<file path="src/design/rdbem_pkg.sv">
package rdbem_pkg;

  // Address split
  localparam int OFFSET_BITS = 20;
  localparam int REGION_BITS = 12;
  localparam int ROW_BITS    = OFFSET_BITS - 2;
  localparam int NUM_LANES   = 4;

  // Clearing sweep covers three stores of 2^ROW_BITS rows
  localparam logic [OFFSET_BITS-1:0] CLEAR_LAST =
    OFFSET_BITS'(3 * (1 << ROW_BITS) - 1);

  // Register reset values
  localparam logic [REGION_BITS-1:0] PROG_SEL_RST  = 12'h004;
  localparam logic [REGION_BITS-1:0] DATA_SEL_RST  = 12'h100;
  localparam logic [REGION_BITS-1:0] STACK_SEL_RST = 12'h7FF;

  // Configuration register indexes
  localparam logic [1:0] CFG_PROG  = 2'd0;
  localparam logic [1:0] CFG_DATA  = 2'd1;
  localparam logic [1:0] CFG_STACK = 2'd2;

  // Store identifiers, top bits of the lane memory address
  localparam logic [1:0] STORE_PROG  = 2'd0;
  localparam logic [1:0] STORE_DATA  = 2'd1;
  localparam logic [1:0] STORE_STACK = 2'd2;

  // Access codes
  localparam logic [1:0] MD_READ  = 2'd0;
  localparam logic [1:0] MD_WRITE = 2'd1;
  localparam logic [1:0] SZ_BYTE  = 2'd0;
  localparam logic [1:0] SZ_HALF  = 2'd1;
  localparam logic [1:0] SZ_WORD  = 2'd2;

  typedef enum logic [2:0] {
    STAT_OK       = 3'd0,
    STAT_UNMAPPED = 3'd1,
    STAT_BAD_SIZE = 3'd2,
    STAT_BAD_MODE = 3'd3,
    STAT_PAST_END = 3'd4
  } status_t;

  typedef enum logic {
    S_CLEAR,
    S_RUN
  } state_t;

  // Decoded access: result fields plus per-lane memory requests
  typedef struct packed {
    status_t                                 status;
    logic                                    mis;
    logic                                    rd_ok;
    logic [1:0]                              lo;
    logic [1:0]                              last;
    logic [NUM_LANES-1:0]                    we;
    logic [NUM_LANES-1:0][7:0]               wd;
    logic [NUM_LANES-1:0][OFFSET_BITS-1:0]   addr;
  } acc_t;

  // Fields held while the lane memories return read data
  typedef struct packed {
    status_t    status;
    logic       mis;
    logic       rd_ok;
    logic [1:0] lo;
    logic [1:0] last;
  } meta_t;

endpackage

</file>
<file path="src/design/rdbem_decode.sv">
module rdbem_decode
  import rdbem_pkg::*;
(
  input  logic [31:0]            address,
  input  logic [31:0]            write_data,
  input  logic [1:0]             mode,
  input  logic [1:0]             size,
  input  logic [REGION_BITS-1:0] prog_sel,
  input  logic [REGION_BITS-1:0] data_sel,
  input  logic [REGION_BITS-1:0] stack_sel,
  output acc_t                   acc
);

  logic [REGION_BITS-1:0] region;
  logic [OFFSET_BITS-1:0] offset;
  logic [ROW_BITS-1:0]    base_row;
  logic [OFFSET_BITS:0]   end_sum;
  logic [1:0]             store;
  logic                   mapped;
  logic [1:0]             last;
  logic                   mis;
  logic                   is_write;
  status_t                status;

  assign region   = address[OFFSET_BITS +: REGION_BITS];
  assign offset   = address[OFFSET_BITS-1:0];
  assign base_row = offset[OFFSET_BITS-1:2];
  assign is_write = (mode == MD_WRITE);

  // Pick the store, program first, then data, then stack
  always_comb begin
    mapped = 1'b1;
    store  = STORE_PROG;
    if (region == prog_sel) begin
      store = STORE_PROG;
    end else if (region == data_sel) begin
      store = STORE_DATA;
    end else if (region == stack_sel) begin
      store = STORE_STACK;
    end else begin
      mapped = 1'b0;
    end
  end

  // Index of the last byte of the access
  always_comb begin
    case (size)
      SZ_HALF: last = 2'd1;
      SZ_WORD: last = 2'd3;
      default: last = 2'd0;
    endcase
  end

  assign mis = ((size == SZ_HALF) && offset[0]) ||
               ((size == SZ_WORD) && (offset[1:0] != 2'd0));

  // Last byte beyond the store sets the carry bit
  assign end_sum = {1'b0, offset} + (OFFSET_BITS+1)'(last);

  // Status in priority order
  always_comb begin
    if (!mapped) begin
      status = STAT_UNMAPPED;
    end else if (size == 2'd3) begin
      status = STAT_BAD_SIZE;
    end else if (mode != MD_READ && mode != MD_WRITE) begin
      status = STAT_BAD_MODE;
    end else if (end_sum[OFFSET_BITS]) begin
      status = STAT_PAST_END;
    end else begin
      status = STAT_OK;
    end
  end

  // Route each access byte to its lane; byte zero is most significant
  always_comb begin
    logic [1:0] idx;
    logic [4:0] sh;
    logic       hit;
    logic       carry;
    acc.status = status;
    acc.mis    = mis && (status != STAT_UNMAPPED) && (status != STAT_BAD_SIZE);
    acc.rd_ok  = (status == STAT_OK) && !is_write;
    acc.lo     = offset[1:0];
    acc.last   = last;
    for (int l = 0; l < NUM_LANES; l++) begin
      idx   = 2'(l) - offset[1:0];
      hit   = (idx <= last);
      sh    = {last - idx, 3'b000};
      carry = (2'(l) < offset[1:0]);
      acc.we[l]   = (status == STAT_OK) && is_write && hit;
      acc.wd[l]   = 8'(write_data >> sh);
      acc.addr[l] = {store, base_row + ROW_BITS'(carry)};
    end
  end

endmodule

</file>
<file path="config.mk">
export PLATFORM = sky130hd
export DESIGN_NAME = rdbem_decode
export DESIGN_NICKNAME = d
export VERILOG_FILES = /design/src/design/rdbem_pkg.sv /design/src/design/rdbem_decode.sv
export SDC_FILE = /design/constraint.sdc
export NUM_CORES = 1
export LEC_CHECK = 0
export ABC_AREA = 1
export BUFFER_PORTS_ARGS = -buffer_cell sky130_fd_sc_hd__buf_4
export CAP_MARGIN = 10
export CORE_ASPECT_RATIO = 1.2
export CORE_UTILIZATION = 38
export DETAILED_ROUTE_END_ITERATION = 16
export PLACE_DENSITY = 0.91
export SETUP_SLACK_MARGIN = 0.15
export SLEW_MARGIN = 5
export SYNTH_ARGS = -nofsm -noshare
export SYNTH_HDL_FRONTEND = slang
export SYNTH_SLANG_ARGS = --single-unit
</file>
<file path="constraint.sdc">
create_clock -name vclk -period 1.72
set_input_delay 0.086 -clock vclk [all_inputs]
set_output_delay 0.086 -clock vclk [all_outputs]
set_load 0.1 [all_outputs]
</file>
==> reports/summary.json, run 1 <==
{
  "place": {
    "numPortBuffers": 229,
    "globalplace.congestion": 0.937,
    "dpl.hpwl_um": 13400,
    "place_worst_setup_slack_ps": -375
  },
  "clocking": {
    "postCtsResizedCells": 254,
    "cts.repair_timing.setup_buffer_count": 21,
    "cts-hold-fix-buffers": 0
  },
  "status": {
    "status": "stopped before the end",
    "tool_error_message": "[ERROR DPL-0038] Utilization greater than 100%, impossible to legalize",
    "stop_stage": "4_1_cts"
  },
  "logic_synthesis": {
    "synthesis.nets": 633,
    "synth_cell_types": 31,
    "syn-mean-instance-area_um2": 5.73,
    "synth_top_family_by_area": "simple AND/OR/NAND/NOR gates",
    "synth-seq-area-share_pct": 0,
    "synthSimpleGateAreaFrac_pct": 33.5,
    "ys_top_cells_by_area": "sky130_fd_sc_hd__nand2_1 17%, sky130_fd_sc_hd__xor2_1 12%, sky130_fd_sc_hd__inv_1 9.8%",
    "synth_mux_area_share_pct": 5.50,
    "post_synth_fa_ha_maj_area_fraction_pct": 9.54,
    "synth_warnings": 0,
    "netlist_area_mm2": 0.00291,
    "post_synth_xor_area_fraction_pct": 20.4,
    "syn_inst": 508,
    "yosysTopAreaCell": "sky130_fd_sc_hd__nand2_1",
    "synth_top_cell_area_share_pct": 17.1,
    "synth_compound_area_share_pct": 10.7
  },
  "floorplanning": {
    "core.rowCount": 34,
    "die_h_um": 97.9,
    "initial_core_util_pct": 39.8,
    "die-width_um": 81.9,
    "count_of_pins_on_the_block_boundary": 229
  }
}
-- cells in the mapped netlist --
| library cell | number |
|---|---|
| sky130_fd_sc_hd__nand3_2 | 3 |
| sky130_fd_sc_hd__nand4_2 | 1 |
| sky130_fd_sc_hd__mux2i_1 | 16 |
| sky130_fd_sc_hd__nor3_1 | 1 |
| sky130_fd_sc_hd__a31oi_1 | 1 |
| sky130_fd_sc_hd__nand2_1 | 133 |
| sky130_fd_sc_hd__a21boi_0 | 2 |
| sky130_fd_sc_hd__nor2_2 | 7 |
| sky130_fd_sc_hd__nor3_2 | 5 |
| sky130_fd_sc_hd__clkbuf_1 | 6 |
| sky130_fd_sc_hd__clkbuf_2 | 2 |
| sky130_fd_sc_hd__buf_2 | 2 |
| sky130_fd_sc_hd__a22o_1 | 1 |
| sky130_fd_sc_hd__nand3_1 | 13 |
| sky130_fd_sc_hd__a21oi_2 | 1 |
| sky130_fd_sc_hd__xnor2_1 | 28 |
| sky130_fd_sc_hd__nand2_4 | 1 |
| sky130_fd_sc_hd__ha_1 | 19 |
| sky130_fd_sc_hd__nand4_1 | 2 |
| sky130_fd_sc_hd__xor2_1 | 40 |
| sky130_fd_sc_hd__a21oi_1 | 10 |
| sky130_fd_sc_hd__buf_1 | 1 |
| sky130_fd_sc_hd__inv_2 | 4 |
| sky130_fd_sc_hd__o21ai_0 | 43 |
| sky130_fd_sc_hd__nor2_1 | 41 |
| sky130_fd_sc_hd__nand2_2 | 11 |
| sky130_fd_sc_hd__nor2_4 | 2 |
| sky130_fd_sc_hd__buf_4 | 33 |
| sky130_fd_sc_hd__fa_1 | 2 |
| sky130_fd_sc_hd__o22ai_1 | 1 |
| sky130_fd_sc_hd__inv_1 | 76 |
-- per-stage QoR --
stage	cell area (um^2)	instances	TNS, ps	utilization [%]	hold WS, ps
after detailed placement	6640	868	-12320	90.7	517
after global placement	6640	868	-8170	90.7	518
after floorplan	4560	508	-14080	-	368
-- cell families after synthesis --
family	Yosys count
buffers and inverters	124
and+or+nand+nor	220
AOI/OAI and AO/OA	59
adders and majority gates	21
xor gates and xnor gates	68
muxes	16
==> run 2: changes to the inputs <==
--- a/config.mk
+++ b/config.mk
@@ -8,11 +8,10 @@
 export ABC_AREA = 1
 export BUFFER_PORTS_ARGS = -buffer_cell sky130_fd_sc_hd__buf_4
 export CAP_MARGIN = 10
-export CORE_ASPECT_RATIO = 1.2
-export CORE_UTILIZATION = 38
+export CORE_AREA = 2 2 89 91
 export DETAILED_ROUTE_END_ITERATION = 16
-export PLACE_DENSITY = 0.91
-export SETUP_SLACK_MARGIN = 0.15
+export DIE_AREA = 0 0 91 93
+export PLACE_DENSITY_LB_ADDON = 0.15
 export SLEW_MARGIN = 5
 export SYNTH_ARGS = -nofsm -noshare
 export SYNTH_HDL_FRONTEND = slang
==> constraint.sdc (replaced) <==
create_clock -name vclk -period 2.25
set_input_delay 0.1125 -clock vclk [all_inputs]
set_output_delay 0.1125 -clock vclk [all_outputs]
set_load 0.1 [all_outputs]
==> reports/summary.json, run 2 <==
{
  "status": {
    "status": "complete, no violations"
  },
  "logic_synthesis": {
    "synth_cell_types": 31,
    "synth-seq-area-share_pct": 0,
    "post-synth-top-count-cell": "sky130_fd_sc_hd__nand2_1",
    "netlist_area_mm2": 0.00291,
    "synthesis.nets": 633,
    "syn_inst": 508,
    "synth_warnings": 0,
    "netlist_top_cells_count": "133 x sky130_fd_sc_hd__nand2_1, 76 x sky130_fd_sc_hd__inv_1, 43 x sky130_fd_sc_hd__o21ai_0, 41 x sky130_fd_sc_hd__nor2_1, 40 x sky130_fd_sc_hd__xor2_1",
    "ys_top_cells_by_area": "sky130_fd_sc_hd__nand2_1 17%, sky130_fd_sc_hd__xor2_1 12%, sky130_fd_sc_hd__inv_1 9.8%",
    "synth_top_cell_area_share_pct": 17.1,
    "yosysTopAreaCell": "sky130_fd_sc_hd__nand2_1",
    "syn-mean-instance-area_um2": 5.73
  },
  "routing": {
    "wire_per_inst_um": 12.3,
    "drc": 0,
    "drt_first_pass_iters": 4,
    "first_iter_violations": 61,
    "vias": 3652,
    "avgViaCountPerCell": 4.55,
    "detail-route-antenna-nets": 0,
    "wl_um": 9900
  },
  "place": {
    "placed_cell_area_mm2": 0.00512,
    "globalplace.congestion": 0.892,
    "numPortBuffers": 229,
    "dpl.hpwl_um": 8920
  },
  "final_layout": {
    "final_cell_mix": "222 x sky130_fd_sc_hd__buf_4, 133 x sky130_fd_sc_hd__nand2_1, 76 x sky130_fd_sc_hd__inv_1",
    "final_area_mm2": 0.00517,
    "num-fill-cells": 693,
    "layout-area-overhead-vs-synth_pct": 77.4,
    "fraction_of_the_core_area_covered_by_cells_at_the_end_of_the_flow_pct": 68.7,
    "nClkBuffers": 0,
    "antenna_cells_inserted": 0,
    "post_route_cells_drive_above_1_share_pct": 48.8,
    "layout.cells.most_common": "sky130_fd_sc_hd__buf_4",
    "finalNetCount": 828,
    "register_area_um2": 0,
    "seq_cells": 0
  },
  "floorplanning": {
    "fp.coreArea_mm2": 0.00753,
    "count_of_pins_on_the_block_boundary": 229,
    "initial_core_util_pct": 38.7,
    "die-width_um": 91,
    "die_h_um": 93,
    "core.rowCount": 32,
    "die_area_mm2": 0.00846
  },
  "global_routing": {
    "grtUsageMet1_pct": 27.5,
    "global_route.peak_usage_layer": "met2",
    "gr-usage-all-layers_pct": 22.4,
    "first_global_vias": 3493,
    "number_of_antenna_violations_at_the_first_check_in_global_routing": 0,
    "grt-ovfl-total": 0,
    "grt_start_max_net_pins": 50,
    "grt_use_met2_pct": 42.6,
    "grt_pass1_wl_um": 16100,
    "grtUsageMet3_pct": 2.26
  },
  "worst_setup_path": {
    "critPathKind": "input pin to primary output",
    "crit_path_end_kind": "primary output",
    "crit_arrival_ps": 2070,
    "worst_ep_required_time_ps": 2140,
    "worst_path_fanout_max": 49,
    "worstSetupStartpointType": "input pin"
  },
  "sta": {
    "slew-limit-headroom_pct": 57.1,
    "rsz_0062_raised_after_global_routing": "true",
    "clock_period_minus_final_worst_setup_slack_ps": 2180,
    "final_max_slew_viol_count": 0,
    "clock.fmax_ghz": 0.458,
    "final_hold_viol_count": 0,
    "setup_viol": 0,
    "post-route-period-util_pct": 97.0,
    "worst_pin_slew_ps": 637
  },
  "min_path": {
    "worstHoldPathType": "input pin to primary output",
    "hold_depth": 2,
    "holdPathEnd": "acc[72]",
    "worstHoldStart": "address[14]"
  },
  "pwr": {
    "power.leakage_uw": 0.00277,
    "peakVddDrop_mv": 0.739,
    "power_density_mw_per_mm2": 619
  },
  "clocking": {
    "cts.repair_timing.setup_buffer_count": 0
  },
  "run": {
    "cap_violations": 0
  }
}
==> run 2: cell counts after synthesis <==
No cell type changed its count.
==> run 2: routing by layer <==
metal  share of wire, %  vias to the layer above
met1                 40                     1623
li1                   -                     1876
met4                2.1                        0
met5                  0                        -
met3                5.8                       18
met2                 52                      135
==> run 2: worst max-delay path by stage <==
stage / from / end / slack [ps] / cells after the start
global placement: size[0] / acc[86] / 120 / 9
finish: size[0] / acc[110] / 70 / 8
CTS: size[0] / acc[111] / 60 / 8
floorplan: size[0] / acc[80] / -530 / 7
detailed placement: size[0] / acc[109] / -20 / 8
global route: size[0] / acc[108] / -20 / 8
==> run 2: per-stage QoR <==
| stage | hold slack (ps) | setup slack (ps) | total power [uW] | instances | TNS (ps) |
|---|---|---|---|---|---|
| 3_5_place_dp | 571 | -19.6 | 3160 | 803 | -26.8 |
| 4_1_cts | 571 | 63.5 | 3170 | 803 | 0 |
| 2_1_floorplan | 437 | -534 | 2490 | 508 | -7650 |
| 5_1_grt | 574 | -20.7 | 3330 | 803 | -42.1 |
| 6_report | 570 | 67.9 | 3200 | 803 | 0 |
| 3_3_place_gp | 570 | 116 | 3130 | 803 | 0 |
==> run 2: cell families (layout without fill, tap and decap cells) <==
group	after synthesis	in the layout	share of synthesized area (%)
xor gates and xnor gates	68	68	20.4
muxes	16	16	5.50
and+or+nand+nor	220	220	33.5
buffers and inverters	124	317	20.4
AOI/OAI and AO/OA	59	59	10.7
adders and majority gates	21	21	9.54
==> run 2: what timing repair did <==
action / in CTS / in global routing
gates resized for setup: 1 / 16
hold buffers: 0 / 0
endpoints found under the setup margin: 2 / 16
==> run 2: report_power, final <==
group | internal [uW] | total, uW | switching, uW
combinational | 794 | 3200 | 2400
sequential | 0 | 0 | 0
clock | 0 | 0 | 0
total | 794 | 3200 | 2400
==> run 2: critical path, stage by stage <==
cell	delay [ps]
sky130_fd_sc_hd__buf_4	120
sky130_fd_sc_hd__inv_1	110
sky130_fd_sc_hd__ha_1	280
sky130_fd_sc_hd__ha_1	330
sky130_fd_sc_hd__buf_12	190
sky130_fd_sc_hd__o21ai_0	550
sky130_fd_sc_hd__a21oi_4	100
sky130_fd_sc_hd__buf_4	250
==> run 2: cell type report <==
| cell class | count | area [um^2] | area share [%] |
|---|---|---|---|
| inverters | 80 | 300 | 5.81 |
| multi-input cells | 384 | 2870 | 55.5 |
| well taps | 102 | 128 | 2.47 |
| repair buffers | 237 | 1870 | 36.3 |
No activity file was read; power rests on OpenSTA's default activity.
==> run 3: changes to the inputs <==
--- a/config.mk
+++ b/config.mk
@@ -5,12 +5,12 @@
 export SDC_FILE = /design/constraint.sdc
 export NUM_CORES = 1
 export LEC_CHECK = 0
-export ABC_AREA = 1
+export ABC_AREA = 0
 export BUFFER_PORTS_ARGS = -buffer_cell sky130_fd_sc_hd__buf_4
 export CAP_MARGIN = 10
-export CORE_AREA = 2 2 89 91
+export CORE_AREA = 2 2 88 90
 export DETAILED_ROUTE_END_ITERATION = 16
-export DIE_AREA = 0 0 91 93
+export DIE_AREA = 0 0 90 92
 export PLACE_DENSITY_LB_ADDON = 0.15
 export SLEW_MARGIN = 5
 export SYNTH_ARGS = -nofsm -noshare
==> reports/summary.json, run 3 <==
{
  "status": {
    "status": "complete, no violations"
  },
  "final_layout": {
    "post_route_cells_drive_above_1_share_pct": 70.5,
    "num-fill-cells": 654,
    "seq_cells": 0,
    "layout-area-overhead-vs-synth_pct": 77.5,
    "final_cell_mix": "236 x sky130_fd_sc_hd__buf_4, 37 x sky130_fd_sc_hd__xor2_1, 32 x sky130_fd_sc_hd__mux4_2",
    "nClkBuffers": 0,
    "register_area_um2": 0,
    "antenna_cells_inserted": 0,
    "layout.cells.most_common": "sky130_fd_sc_hd__buf_4",
    "finalNetCount": 615
  },
  "routing": {
    "avgViaCountPerCell": 4.99,
    "drt_first_pass_iters": 4,
    "detail-route-antenna-nets": 0,
    "wire_per_inst_um": 15.4,
    "first_iter_violations": 67,
    "vias": 2944,
    "drc": 0,
    "wl_um": 9100
  },
  "sta": {
    "post-route-period-util_pct": 96.6,
    "setup_viol": 0,
    "clock.fmax_ghz": 0.460,
    "final_max_slew_viol_count": 0,
    "final_hold_viol_count": 0,
    "finalSetupTns_ps": 0,
    "postLayoutSetupSlackWorst_ps": 77.5,
    "slew-limit-headroom_pct": 74.5,
    "clock_period_minus_final_worst_setup_slack_ps": 2170,
    "rsz_0062_raised_after_global_routing": "false",
    "worst_pin_slew_ps": 382
  },
  "worst_setup_path": {
    "crit_path_max_incr_delay_ps": 570,
    "critical_path.most_common_cell": "sky130_fd_sc_hd__buf_4",
    "crit_arrival_ps": 2060,
    "worst_ep_required_time_ps": 2140,
    "worstSetupStartpointType": "input pin",
    "worst_path_max_delay_cell": "sky130_fd_sc_hd__fa_1",
    "worst_setup_path_startpoint": "size[0]",
    "worst_path_fanout_max": 8,
    "crit_chain": "buf_4 > inv_1 > ha_4 > ha_1 > fa_1 > buf_12 > mux4_2 > buf_4",
    "critPathKind": "input pin to primary output",
    "timing.critical_path.to": "acc[82]",
    "crit_path_end_kind": "primary output"
  },
  "logic_synthesis": {
    "netlist_top_cells_count": "51 x sky130_fd_sc_hd__xor2_1, 33 x sky130_fd_sc_hd__xnor2_1, 32 x sky130_fd_sc_hd__mux4_2, 31 x sky130_fd_sc_hd__buf_4, 24 x sky130_fd_sc_hd__nand3_1",
    "syn_inst": 297,
    "synth_top_cell_area_share_pct": 26.9,
    "ys_top_cells_by_area": "sky130_fd_sc_hd__mux4_2 27%, sky130_fd_sc_hd__xor2_1 17%, sky130_fd_sc_hd__xnor2_1 11%",
    "yosysTopAreaCell": "sky130_fd_sc_hd__mux4_2",
    "synth_warnings": 0,
    "netlist_area_mm2": 0.00268,
    "synth_cell_types": 36,
    "post-synth-top-count-cell": "sky130_fd_sc_hd__xor2_1",
    "synth-seq-area-share_pct": 0,
    "syn-mean-instance-area_um2": 9.03,
    "synthesis.nets": 422
  },
  "pwr": {
    "switchingPower_uw": 2080,
    "peakVddDrop_mv": 0.593,
    "power_density_mw_per_mm2": 599,
    "power_frac_seq_pct": 0,
    "power.leakage_uw": 0.00230,
    "totalPowerFinal_uw": 2850,
    "internal_power_uw": 774,
    "power.share.switching_pct": 72.9,
    "clockPowerShare_pct": 0,
    "combPwrFrac_pct": 100.0
  },
  "global_routing": {
    "grt_start_max_net_pins": 20,
    "grt_pass1_wl_um": 14500,
    "number_of_antenna_violations_at_the_first_check_in_global_routing": 0,
    "grt-ovfl-total": 0,
    "first_global_vias": 2990,
    "gr-usage-all-layers_pct": 21.0
  },
  "place": {
    "numPortBuffers": 229,
    "dpl.hpwl_um": 8050,
    "globalplace.congestion": 0.762,
    "place_worst_setup_slack_ps": -13.8
  },
  "floorplanning": {
    "fp.coreArea_mm2": 0.00745,
    "die_area_mm2": 0.00828,
    "core.rowCount": 32,
    "die-width_um": 90,
    "count_of_pins_on_the_block_boundary": 229,
    "die_h_um": 92,
    "initial_core_util_pct": 36.0
  },
  "min_path": {
    "worstHoldPathType": "input pin to primary output"
  },
  "run": {
    "cap_violations": 0
  },
  "clocking": {
    "cts.repair_timing.setup_buffer_count": 0
  }
}
-- run 3: cell count changes after synthesis, sizes merged, moves of 8 or more --
cell / delta
inv: -66
nand2: -130
nor2: -38
nor4: +10
o21ai: -40
xor2: +11
mux4: +32
nand3: +8
mux2i: -16
a21oi: -11
-- run 3: metal layers --
metal / vias up / global-route usage, % / wire, um
li1: 1411 / - / -
met1: 1410 / 25.0 / 3370
met2: 117 / 42.2 / 5180
met3: 6 / 2.05 / 471
met4: 0 / 1.79 / 77
met5: - / 0 / 0
-- run 3: cell type report --
class                           count  area, um^2  area share [%]
Timing Repair Buffer              240        1850            38.9
Multi-Input combinational cell    234        2730            57.3
Inverter                           14        56.3            1.18
Tap cell                          102         128            2.68
-- run 3: worst max-delay path: cells and delay by family --
| kind | cells | cell delay (ps) |
|---|---|---|
| buffers and inverters | 4 | 620 |
| adder cells (fa/ha/maj) | 3 | 1040 |
| multiplexers | 1 | 300 |
-- run 3: worst min path at each step --
stage                from  cells after the start  slack (ps)  endpoint
2_1_floorplan  address[0]                      1         440  acc[118]
3_3_place_gp   address[2]                      2         600   acc[60]
3_5_place_dp   address[2]                      2         600   acc[60]
4_1_cts        address[2]                      2         600   acc[60]
5_1_grt        address[2]                      2         600   acc[60]
6_report       address[2]                      2         600   acc[60]
-- run 3: cell families after synthesis --
group           after synthesis  synth area share (%)
buf+inv                      63                  14.2
xor+xnor                     85                  28.0
fa+ha+maj                    21                  10.4
compound gates               10                  2.71
simple gates                 86                  17.8
mux                          32                  26.9
-- run 3: power by group through the flow --
stage	clock network (uW)	logic, uW	registers, uW
after floorplan	0	2230	0
after global placement	0	2840	0
after detailed placement	0	2860	0
after CTS	0	2860	0
after global routing	0	2950	0
final	0	2850	0
-- run 3: stage by stage --
stage / hold slack [ps] / instances / util [%] / area [um^2]
2_1_floorplan: 437 / 297 / - / 3100
3_3_place_gp: 597 / 590 / 63.8 / 4750
3_5_place_dp: 600 / 590 / 63.8 / 4750
4_1_cts: 600 / 590 / 63.8 / 4750
5_1_grt: 602 / 590 / 63.9 / 4760
6_report: 598 / 590 / 63.9 / 4760
-- run 3: repair_timing --
| item | CTS | global route |
|---|---|---|
| hold buffers | 0 | 0 |
| gates resized for setup | 1 | 1 |
| endpoints found under the setup margin | 12 | 4 |
| cloned | 0 | 0 |
| pin swaps | 0 | 0 |
